<file path="config.mk">
export PLATFORM = sky130hd
export DESIGN_NAME = csv_record_field_scanner
export DESIGN_NICKNAME = d
export VERILOG_FILES = /design/src/rtl/csvrs_pkg.sv /design/src/rtl/csvrs_in_stage.sv /design/src/rtl/csvrs_scan_core.sv /design/src/rtl/csvrs_out_stage.sv /design/src/rtl/csv_record_field_scanner.sv
export SDC_FILE = /design/constraint.sdc
export NUM_CORES = 1
export LEC_CHECK = 0
export BUFFER_PORTS_ARGS = -buffer_cell sky130_fd_sc_hd__buf_4
export CORE_MARGIN = 2
export CORE_UTILIZATION = 45
export CTS_CLUSTER_DIAMETER = 50
export DETAILED_ROUTE_END_ITERATION = 8
export GPL_TIMING_DRIVEN = 0
export PLACE_DENSITY = 0.79
export SLEW_MARGIN = 15
export SYNTH_ARGS = -nofsm -noshare
export SYNTH_HDL_FRONTEND = slang
export SYNTH_SLANG_ARGS = --single-unit
</file>
<file path="constraint.sdc">
create_clock -name clk_i -period 3.2 [get_ports clk_i]
set_input_delay 0.16 -clock clk_i [delete_from_list [all_inputs] [get_ports clk_i]]
set_output_delay 0.16 -clock clk_i [all_outputs]
set_load 0.02 [all_outputs]
</file>
<file path="src/rtl/csvrs_pkg.sv">
// ----------------------------------------------------------------------------
// csvrs_pkg
// Types and constants shared by the CSV record/field scanner modules.
// ----------------------------------------------------------------------------
package csvrs_pkg;

  localparam int unsigned FieldIdxW = 8;
  localparam int unsigned LengthBits = 24;
  localparam int unsigned ClassW = 3;

  localparam logic [FieldIdxW-1:0] FieldCountMax = 8'd255;
  localparam logic [LengthBits-1:0] LengthCap = {LengthBits{1'b1}};

  // Characters of interest
  localparam logic [7:0] ChLf = 8'h0A;
  localparam logic [7:0] ChCr = 8'h0D;
  localparam logic [7:0] ChComma = 8'h2C;
  localparam logic [7:0] ChQuote = 8'h22;

  // Byte classes
  localparam logic [ClassW-1:0] ClsContent = 3'd0;
  localparam logic [ClassW-1:0] ClsSep = 3'd1;
  localparam logic [ClassW-1:0] ClsTerm = 3'd2;
  localparam logic [ClassW-1:0] ClsCrlfLf = 3'd3;
  localparam logic [ClassW-1:0] ClsOpenQ = 3'd4;
  localparam logic [ClassW-1:0] ClsQuotedQ = 3'd5;
  localparam logic [ClassW-1:0] ClsDoubleQ = 3'd6;

  typedef struct packed {
    logic [7:0] data_byte;
    logic       stream_end;
  } in_item_t;

  typedef struct packed {
    logic [ClassW-1:0]     byte_class;
    logic [FieldIdxW-1:0]  field_index;
    logic [LengthBits-1:0] record_length;
    logic                  record_done;
  } out_item_t;

endpackage

</file>
<file path="src/rtl/csvrs_in_stage.sv">
// ----------------------------------------------------------------------------
// csvrs_in_stage
// Input register: holds one accepted byte until the scan core consumes it.
// ----------------------------------------------------------------------------
module csvrs_in_stage (
  input  logic                 clk_i,
  input  logic                 rst_ni,
  input  logic                 in_valid_i,
  output logic                 in_ready_o,
  input  csvrs_pkg::in_item_t  in_item_i,
  input  logic                 advance_i,
  output logic                 stage_valid_o,
  output csvrs_pkg::in_item_t  stage_item_o
);

  logic                valid_q;
  logic                valid_d;
  csvrs_pkg::in_item_t item_q;
  logic                accept;

  // Room when empty or when the held byte moves on this cycle
  assign in_ready_o = !valid_q || advance_i;
  assign accept = in_valid_i && in_ready_o;

  always_comb begin
    valid_d = valid_q;
    if (accept) begin
      valid_d = 1'b1;
    end else if (advance_i) begin
      valid_d = 1'b0;
    end
  end

  always_ff @(posedge clk_i or negedge rst_ni) begin
    if (!rst_ni) begin
      valid_q <= 1'b0;
    end else begin
      valid_q <= valid_d;
    end
  end

  always_ff @(posedge clk_i) begin
    if (accept) begin
      item_q <= in_item_i;
    end
  end

  assign stage_valid_o = valid_q;
  assign stage_item_o = item_q;

endmodule

</file>
<file path="src/rtl/csvrs_scan_core.sv">
// ----------------------------------------------------------------------------
// csvrs_scan_core
// Scanner state (quote/CR flags, field and length counters) and the
// combinational classification of one byte.
// ----------------------------------------------------------------------------
module csvrs_scan_core (
  input  logic                 clk_i,
  input  logic                 rst_ni,
  input  logic                 advance_i,
  input  csvrs_pkg::in_item_t  item_i,
  output csvrs_pkg::out_item_t result_o
);

  logic                               in_quotes_q, in_quotes_d;
  logic                               field_start_q, field_start_d;
  logic                               quote_pend_q, quote_pend_d;
  logic                               cr_pend_q, cr_pend_d;
  logic [csvrs_pkg::FieldIdxW-1:0]    field_cnt_q, field_cnt_d;
  logic [csvrs_pkg::LengthBits-1:0]   length_cnt_q, length_cnt_d;

  logic                               cr_hit;
  logic                               fresh;
  logic                               dq_hit;
  logic                               iq_e;
  logic                               fs_e;
  logic                               qp_e;
  logic [csvrs_pkg::FieldIdxW-1:0]    fc_e;
  logic [csvrs_pkg::LengthBits-1:0]   lc_e;
  logic [csvrs_pkg::LengthBits-1:0]   len;
  logic [csvrs_pkg::ClassW-1:0]       cls;
  logic                               done;
  logic                               end_rec;
  logic [7:0]                         b;

  assign b = item_i.data_byte;

  always_comb begin
    // A pending CR followed by anything but LF starts a fresh record
    cr_hit = cr_pend_q && (b == csvrs_pkg::ChLf);
    fresh = cr_pend_q && !cr_hit;
    iq_e = fresh ? 1'b0 : in_quotes_q;
    fs_e = fresh ? 1'b1 : field_start_q;
    qp_e = fresh ? 1'b0 : quote_pend_q;
    fc_e = fresh ? '0 : field_cnt_q;
    lc_e = fresh ? '0 : length_cnt_q;

    dq_hit = !cr_hit && qp_e && (b == csvrs_pkg::ChQuote);
    // Pending quote not doubled: it closed the quoted field
    if (!cr_hit && qp_e && !dq_hit) begin
      iq_e = 1'b0;
    end

    // Every byte adds one to the length, saturating at LengthCap
    len = (lc_e == csvrs_pkg::LengthCap) ? lc_e : lc_e + 1'b1;

    in_quotes_d = iq_e;
    field_start_d = fs_e;
    quote_pend_d = 1'b0;
    cr_pend_d = 1'b0;
    field_cnt_d = fc_e;
    length_cnt_d = len;
    cls = csvrs_pkg::ClsContent;
    done = 1'b0;
    end_rec = 1'b0;

    if (cr_hit) begin
      cls = csvrs_pkg::ClsCrlfLf;
      done = 1'b1;
      end_rec = 1'b1;
    end else if (dq_hit) begin
      cls = csvrs_pkg::ClsDoubleQ;
    end else if (iq_e) begin
      if (b == csvrs_pkg::ChQuote) begin
        cls = csvrs_pkg::ClsQuotedQ;
        quote_pend_d = 1'b1;
      end
    end else if (b == csvrs_pkg::ChLf) begin
      cls = csvrs_pkg::ClsTerm;
      done = 1'b1;
      end_rec = 1'b1;
    end else if (b == csvrs_pkg::ChCr) begin
      cls = csvrs_pkg::ClsTerm;
      done = 1'b1;
      cr_pend_d = 1'b1;
    end else if (b == csvrs_pkg::ChComma) begin
      cls = csvrs_pkg::ClsSep;
      if (fc_e < csvrs_pkg::FieldCountMax) begin
        field_cnt_d = fc_e + 1'b1;
      end
      field_start_d = 1'b1;
    end else if ((b == csvrs_pkg::ChQuote) && fs_e) begin
      cls = csvrs_pkg::ClsOpenQ;
      in_quotes_d = 1'b1;
      field_start_d = 1'b0;
    end else begin
      field_start_d = 1'b0;
    end

    if (end_rec || item_i.stream_end) begin
      in_quotes_d = 1'b0;
      field_start_d = 1'b1;
      quote_pend_d = 1'b0;
      cr_pend_d = 1'b0;
      field_cnt_d = '0;
      length_cnt_d = '0;
    end

    result_o.byte_class = cls;
    result_o.field_index = fc_e;
    result_o.record_length = len;
    result_o.record_done = done || item_i.stream_end;
  end

  always_ff @(posedge clk_i or negedge rst_ni) begin
    if (!rst_ni) begin
      in_quotes_q <= 1'b0;
      field_start_q <= 1'b1;
      quote_pend_q <= 1'b0;
      cr_pend_q <= 1'b0;
      field_cnt_q <= '0;
      length_cnt_q <= '0;
    end else if (advance_i) begin
      in_quotes_q <= in_quotes_d;
      field_start_q <= field_start_d;
      quote_pend_q <= quote_pend_d;
      cr_pend_q <= cr_pend_d;
      field_cnt_q <= field_cnt_d;
      length_cnt_q <= length_cnt_d;
    end
  end

endmodule

</file>
<file path="src/rtl/csvrs_out_stage.sv">
// ----------------------------------------------------------------------------
// csvrs_out_stage
// Result register: holds one classified byte until the sink takes it.
// ----------------------------------------------------------------------------
module csvrs_out_stage (
  input  logic                 clk_i,
  input  logic                 rst_ni,
  input  logic                 load_i,
  input  csvrs_pkg::out_item_t result_i,
  output logic                 load_ready_o,
  output logic                 out_valid_o,
  input  logic                 out_ready_i,
  output csvrs_pkg::out_item_t out_item_o
);

  logic                 valid_q;
  logic                 valid_d;
  csvrs_pkg::out_item_t item_q;

  assign load_ready_o = !valid_q || out_ready_i;

  always_comb begin
    valid_d = valid_q;
    if (load_i) begin
      valid_d = 1'b1;
    end else if (out_ready_i) begin
      valid_d = 1'b0;
    end
  end

  always_ff @(posedge clk_i or negedge rst_ni) begin
    if (!rst_ni) begin
      valid_q <= 1'b0;
    end else begin
      valid_q <= valid_d;
    end
  end

  always_ff @(posedge clk_i) begin
    if (load_i) begin
      item_q <= result_i;
    end
  end

  assign out_valid_o = valid_q;
  assign out_item_o = item_q;

endmodule

</file>
<file path="src/rtl/csv_record_field_scanner.sv">
// ----------------------------------------------------------------------------
// csv_record_field_scanner
// Classifies a CSV byte stream and tracks field index and record length.
// ----------------------------------------------------------------------------
// One byte per transaction, one result per byte. A byte passes through the input
// register, then the result register, and a new byte can be taken every cycle
// while the result side does not stall: the quote/CR flags and the field and
// length counters update in the same cycle a byte moves from the input
// register to the result register. Backpressure on the result side stalls
// that move and, through it, the input.
module csv_record_field_scanner (
  input  logic                 clk_i,
  input  logic                 rst_ni,
  input  logic                 in_valid_i,
  output logic                 in_ready_o,
  input  csvrs_pkg::in_item_t  in_item_i,
  output logic                 out_valid_o,
  input  logic                 out_ready_i,
  output csvrs_pkg::out_item_t out_item_o
);

  logic                 stage_valid;
  csvrs_pkg::in_item_t  stage_item;
  logic                 load_ready;
  logic                 advance;
  csvrs_pkg::out_item_t result;

  assign advance = stage_valid && load_ready;

  csvrs_in_stage u_in_stage (
    .clk_i         (clk_i),
    .rst_ni        (rst_ni),
    .in_valid_i    (in_valid_i),
    .in_ready_o    (in_ready_o),
    .in_item_i     (in_item_i),
    .advance_i     (advance),
    .stage_valid_o (stage_valid),
    .stage_item_o  (stage_item)
  );

  csvrs_scan_core u_scan_core (
    .clk_i     (clk_i),
    .rst_ni    (rst_ni),
    .advance_i (advance),
    .item_i    (stage_item),
    .result_o  (result)
  );

  csvrs_out_stage u_out_stage (
    .clk_i        (clk_i),
    .rst_ni       (rst_ni),
    .load_i       (advance),
    .result_i     (result),
    .load_ready_o (load_ready),
    .out_valid_o  (out_valid_o),
    .out_ready_i  (out_ready_i),
    .out_item_o   (out_item_o)
  );

  // Terminators always close the record
  assert property (@(posedge clk_i) disable iff (!rst_ni)
    out_valid_o && ((out_item_o.byte_class == csvrs_pkg::ClsTerm) ||
                    (out_item_o.byte_class == csvrs_pkg::ClsCrlfLf))
    |-> out_item_o.record_done)
    else $error("terminator without record_done");

  // Every result counts at least the byte itself
  assert property (@(posedge clk_i) disable iff (!rst_ni)
    out_valid_o |-> (out_item_o.record_length != '0))
    else $error("zero record length");

  // Held byte plus stalled result leaves no room for input
  assert property (@(posedge clk_i) disable iff (!rst_ni)
    stage_valid && out_valid_o && !out_ready_i |-> !in_ready_o)
    else $error("input accepted while pipeline is full");

  // An accepted byte is in the input register next cycle
  assert property (@(posedge clk_i) disable iff (!rst_ni)
    in_valid_i && in_ready_o |=> stage_valid)
    else $error("accepted byte lost");

endmodule

</file>
* Word-level counts from Yosys, hierarchy flattened *
Cells that the tools add are included.

storage, ports and cells
  memory bits (writable) = 0
  output and inout port bits = 38
  latch bits = 0
  ROM bits = 0
  flip-flop bits (word level) = 83
  memories kept = 0
  logic and storage cells = 103

operators by class
  bitwise logic cells = 0
  shift-type cells = 0
  reduce and logical (&&, ||, !) cells = 19
  mux-type cells = 61
  $add $sub $neg = 2
  eq/ne operators = 5
  order comparisons = 1
  divide/modulo/power cells = 0
  $mul = 0

operator list
  operator               count
  $mux 24                3
  $mux 8                 9
  $mux 1                 42
  $add 24x1->24 const B  1
  $eq 24x24->1 const B   1
  $mux 3                 7
  $eq 8x4->1 const B     2
  $eq 8x6->1 const B     2
  $add 8x1->8 const B    1
  $logic_and 1x1->1      8
  $lt 8x8->1 const B     1
  $logic_not 1->1        4
  $logic_or 1x1->1       4
  $reduce_bool 2->1      2
  $reduce_or 2->1        1

* Longest topological paths before layout *
  depth after elaboration = 15
  depth in mapped cells = 15

* Cells and area by module *
A second synthesis with hierarchy kept.

unflattened totals
  cells, all modules = 378
  area total of the unflattened synthesis = 4135.2 µm²

modules (own cells, without submodules)
  module                    cells each  times used  area an instance (µm²)
  csvrs_scan_core           325         1           2676.3
  csvrs_out_stage           39          1           1128.6
  csvrs_in_stage            13          1           324.1
  csv_record_field_scanner  1           1           6.3

* Worst setup path after synthesis *
No wires, ideal clock.

  kind = register -> register
  start point = reg u_in_stage.item_q, in the netlist u_in_stage.stage_item_o[5]
  end point = reg u_scan_core.length_cnt_q[12] (netlist name)
  clock period less this slack = 3.522 ns
  path buffers = 4
  arrival = 3.440 ns
  cell stages (with the launch flop) = 16
  setup time = 0.083 ns
  path slack = -0.322 ns
  path through = edfxtp_1 or4_4 o21ai_4 buf_2 buf_2 buf_2 nand2_1 inv_1 ha_1 clkbuf_1 nand2_1 or3_1 nor2_1 nand4_1 or3_1 o21ai_0

on the way
  longest elaborated chain between the ends = 15
  elaborated cells on any way between the ends = 22
  classes of those cells = add/sub: 1; eq/ne: 3; mux: 10; reduce/logical: 8

ends and longest elaborated chain
  item                                                                    RTL line                RTL
  start, declared                                                         csvrs_in_stage.sv:18    csvrs_pkg::in_item_t item_q;
  start signal, assigned                                                  csvrs_in_stage.sv:44    item_q <= in_item_i;
  parallel branches: the longest is 14 deep, another holds $add 24x1->24  --
  $mux 24 *                                                               csvrs_scan_core.sv:99   if (end_rec || item_i.stream_end) begin
  end signal, assigned                                                    csvrs_scan_core.sv:128  length_cnt_q <= length_cnt_d;
  end, declared                                                           csvrs_scan_core.sv:19   logic [csvrs_pkg::LengthBits-1:0] length_cnt_q, length_cnt_d;

Mark *: on every way between the ends.
A chain may end at the register's enable or synchronous reset.

==> impl_metrics.py <==
metrics = {
    "synthesis": {
        "syn_area_um2": 4257,
        "synth-async-reset-ratio": 0.4578,
        "synth_edf_count": 45,
        "synthFlopType": "edfxtp_1",
        "synth_seq_cells": 83,
        "syn_inst": 410,
        "synth_sequential_area_ratio": 0.5412,
        "synth_warnings": 0,
        "syn-num-nets": 425,
        "synthDistinctLibCells": 59,
        "avgSynthCellArea_um2": 10.38,
    },
    "finish": {
        "nets": 510,
        "layout-drive-gt1-share": 0.2060,
        "nFillCells": 760,
        "register_area_um2": 2303,
        "n_antenna_cell": 0,
        "area_delta_synth_final_pct": 24.46,
        "multi_input_area_um2": 1883,
    },
    "global_route": {
        "grt-ovfl-total": 0,
        "grt_use_total": 0.2091,
        "antenna_found_initial": 0,
        "grt_pass1_vias": 3431,
        "grt_max_degree": 39,
        "grt_first_pass_wirelength_mm": 16.57,
    },
    "clock_tree": {
        "cts_max_level": 3,
        "cts_sinks": 83,
        "clock_latency_ps": 360,
        "cts_tree": "done",
        "clk_pin_slew_worst_paths_ps": 80,
        "cts_buffer_depth": 2,
        "cts_root_buf": "clkbuf_8",
        "numCtsBuffers": 9,
    },
    "detailed_routing": {
        "ant_nets": 0,
        "routedWlPerCell_um": 17.21,
        "drc": 0,
        "routed_via_density": 5.943,
        "drt_iter0_drc": 309,
        "vias": 3631,
        "wirelength_mm": 10.52,
        "first_pass_iters": 6,
    },
    "placed_design": {
        "io_buffer_count": 50,
        "dpl_worst_slack_ps": -393.4,
        "dpl.hpwl_mm": 7.042,
        "globalplace.congestion": 0.9389,
    },
    "pwr": {
        "leakage_nw": 2.117,
        "p_total_mw": 2.320,
        "power_density_nw_per_um2": 438.0,
        "ir_worst_vdd_mv": 0.2215,
    },
    "sta": {
        "slew_headroom": 0.2184,
        "fmax_mhz": 326.7,
        "holdWs_ps": 110.1,
        "setup_viol": 0,
        "worst_slack_ps": 139.4,
        "final_hold_viol_count": 0,
        "clock_skew_ps": 16.94,
        "slew_violations": 0,
        "worstMarginPinSlew_ps": 1170,
        "fin_crit_ps": 3061,
        "period_share": 0.9564,
    },
    "worst_setup_path": {
        "worst-path-buf-inv": 3,
        "cp.arrival_ps": 3310,
        "critPathSlowestCell": "or4bb_4",
        "critical_path.top_delay_family": "simple AND/OR/NAND/NOR gates",
        "startpoint_type": "register",
        "required_ps": 3450,
        "crit_path_frequent_cell": "buf_8",
        "critPathKind": "register to register",
        "critPathMaxStageDelay_ps": 590,
        "crit_fanout": 9,
        "crit_path_end_kind": "register",
        "crit_path_cell_trace": "or4bb_4, o21ai_4, buf_8, buf_8, buf_4, and2_1, ha_1, or3b_2, a21oi_1, o21ai_0, a21o_1",
    },
    "die": {
        "io_pins": 51,
        "die_w_um": 101.3,
        "start_util": 0.4629,
        "dieArea_um2": 10250,
        "row_count": 35,
        "fp.dieH_um": 101.3,
        "core_um2": 9196,
    },
    "flow_run": {
        "maxCapViolations": 0,
    },
    "outcome": {
        "status": "finished clean",
    },
    "worst_hold_path": {
        "min-delay-path-class": "input pin to register",
    },
}
-- registers in the layout (all words and copies together) (netlist names) --
signal                     flops
u_in_stage.stage_item_o        9
u_in_stage.stage_valid_o       1
u_out_stage.out_item_o        36
u_out_stage.out_valid_o        1
u_scan_core.cr_pend_q          1
u_scan_core.field_cnt_q        8
u_scan_core.field_start_q      1
u_scan_core.in_quotes_q        1
u_scan_core.length_cnt_q      24
u_scan_core.quote_pend_q       1
-- worst min-delay path: stages --
cell,delay [ps]
buf_4,80
nand3b_1,120
nand2b_1,70
-- what timing repair did --
item                                    4_1_cts  5_1_grt
hold endpoints to repair                     46        1
endpoints found under the setup margin       24       19
pin swaps                                     5        4
gates resized for setup                       4        9
hold buffers                                 10        1
setup buffers                                11        3
-- layer usage --
metal | track usage | wire, um | up-vias
li1 | - | - | 1693
met1 | 0.2638 | 4277 | 1731
met2 | 0.3597 | 5266 | 173
met3 | 0.03727 | 731 | 34
met4 | 0.07900 | 239 | 0
met5 | 0 | 0 | -
-- synth_stat cells, types with 3 or more instances --
cell	n	share of area
o22ai_1	5	0.0073
nand4_1	9	0.013
a22o_1	4	0.0082
xnor2_1	15	0.031
inv_1	11	0.0097
buf_2	6	0.0071
o21ai_0	22	0.026
dfrtp_1	37	0.22
and3_1	10	0.015
a32o_1	8	0.019
a31oi_1	3	0.0044
and2_1	14	0.021
a21o_1	5	0.0088
or3_1	8	0.012
nor3_1	11	0.013
xor2_1	7	0.014
and4_1	5	0.010
nand3_1	22	0.026
nand3b_1	4	0.0071
nor4_1	6	0.0088
nor2_1	28	0.025
clkbuf_1	11	0.0097
nand2b_1	6	0.0088
a21oi_1	22	0.026
nand2_1	44	0.039
edfxtp_1	45	0.32
o211ai_1	3	0.0053
-- final timing paths --
kind                                        startpoint  cells past startpoint                           end  slack, ps
hold / removal                             out_ready_i                      3      u_in_stage.stage_valid_o        110
max in group asynchronous                       rst_ni                      2     u_scan_core.field_start_q       2510
setup / recovery            u_in_stage.stage_item_o[3]                     11    u_scan_core.field_cnt_q[2]        140
min in group asynchronous                       rst_ni                      2  u_scan_core.length_cnt_q[17]        310
hold reg to reg            u_scan_core.length_cnt_q[1]                      1   u_scan_core.length_cnt_q[1]        520
setup reg to reg            u_in_stage.stage_item_o[3]                     11    u_scan_core.field_cnt_q[2]        140
-- layout by cell type, fill, tap and decap left out, types with 5 or more instances in the layout --
| master | synthesis | final |
|---|---|---|
| xor2_1 | 7 | 7 |
| and4_1 | 5 | 5 |
| nand3_1 | 22 | 22 |
| buf_4 | 0 | 63 |
| nor4_1 | 6 | 5 |
| nand2b_1 | 6 | 6 |
| a21oi_1 | 22 | 22 |
| nor3_1 | 11 | 11 |
| dlygate4sd3_1 | 0 | 11 |
| o21ai_0 | 22 | 22 |
| nand2_1 | 44 | 43 |
| a32o_1 | 8 | 8 |
| clkbuf_1 | 11 | 11 |
| and3_1 | 10 | 10 |
| dfrtp_1 | 37 | 37 |
| and2_1 | 14 | 14 |
| a21o_1 | 5 | 5 |
| clkbuf_8 | 0 | 9 |
| nor2_1 | 28 | 27 |
| or3_1 | 8 | 7 |
| xnor2_1 | 15 | 15 |
| o22ai_1 | 5 | 5 |
| edfxtp_1 | 45 | 45 |
| inv_1 | 11 | 11 |
| nand4_1 | 9 | 9 |
-- through the flow --
stage                     TNS [ps]    util  area (um^2)  std cells
after detailed placement     -3189  0.5257         4835        572
final                            0  0.5761         5298        611
after floorplan                  0       -         4292        410
after CTS                        0  0.5693         5235        608
after global placement       -8082  0.5226         4806        571
after global routing       -0.4976  0.5761         5298        611
-- power by group --
group	switching (mW)	internal, mW	total, mW
registers	0.0227	1.19	1.21
clock network	0.366	0.440	0.806
logic	0.178	0.125	0.303
total	0.566	1.75	2.32
-- cell families after synthesis --
group,count (synthesis),share of synthesized area
buffers and inverters,28,0.02646
xor gates and xnor gates,22,0.04527
DFF,83,0.5412
and+or+nand+nor,186,0.2402
adders and majority gates,2,0.005878
AOI/OAI and AO/OA,87,0.1361
muxes,2,0.004997
-- final cells by class --
cell class	instances	share of cell area
plain buffers	15	0.01819
clock buffers	13	0.02622
clock inverters	3	0.01228
inverters	11	0.007794
multi-input cells	299	0.3555
flip-flops and latches	83	0.4348
well taps	111	0.02622
repair buffers	76	0.1190
(Power assumes the default switching activity.)
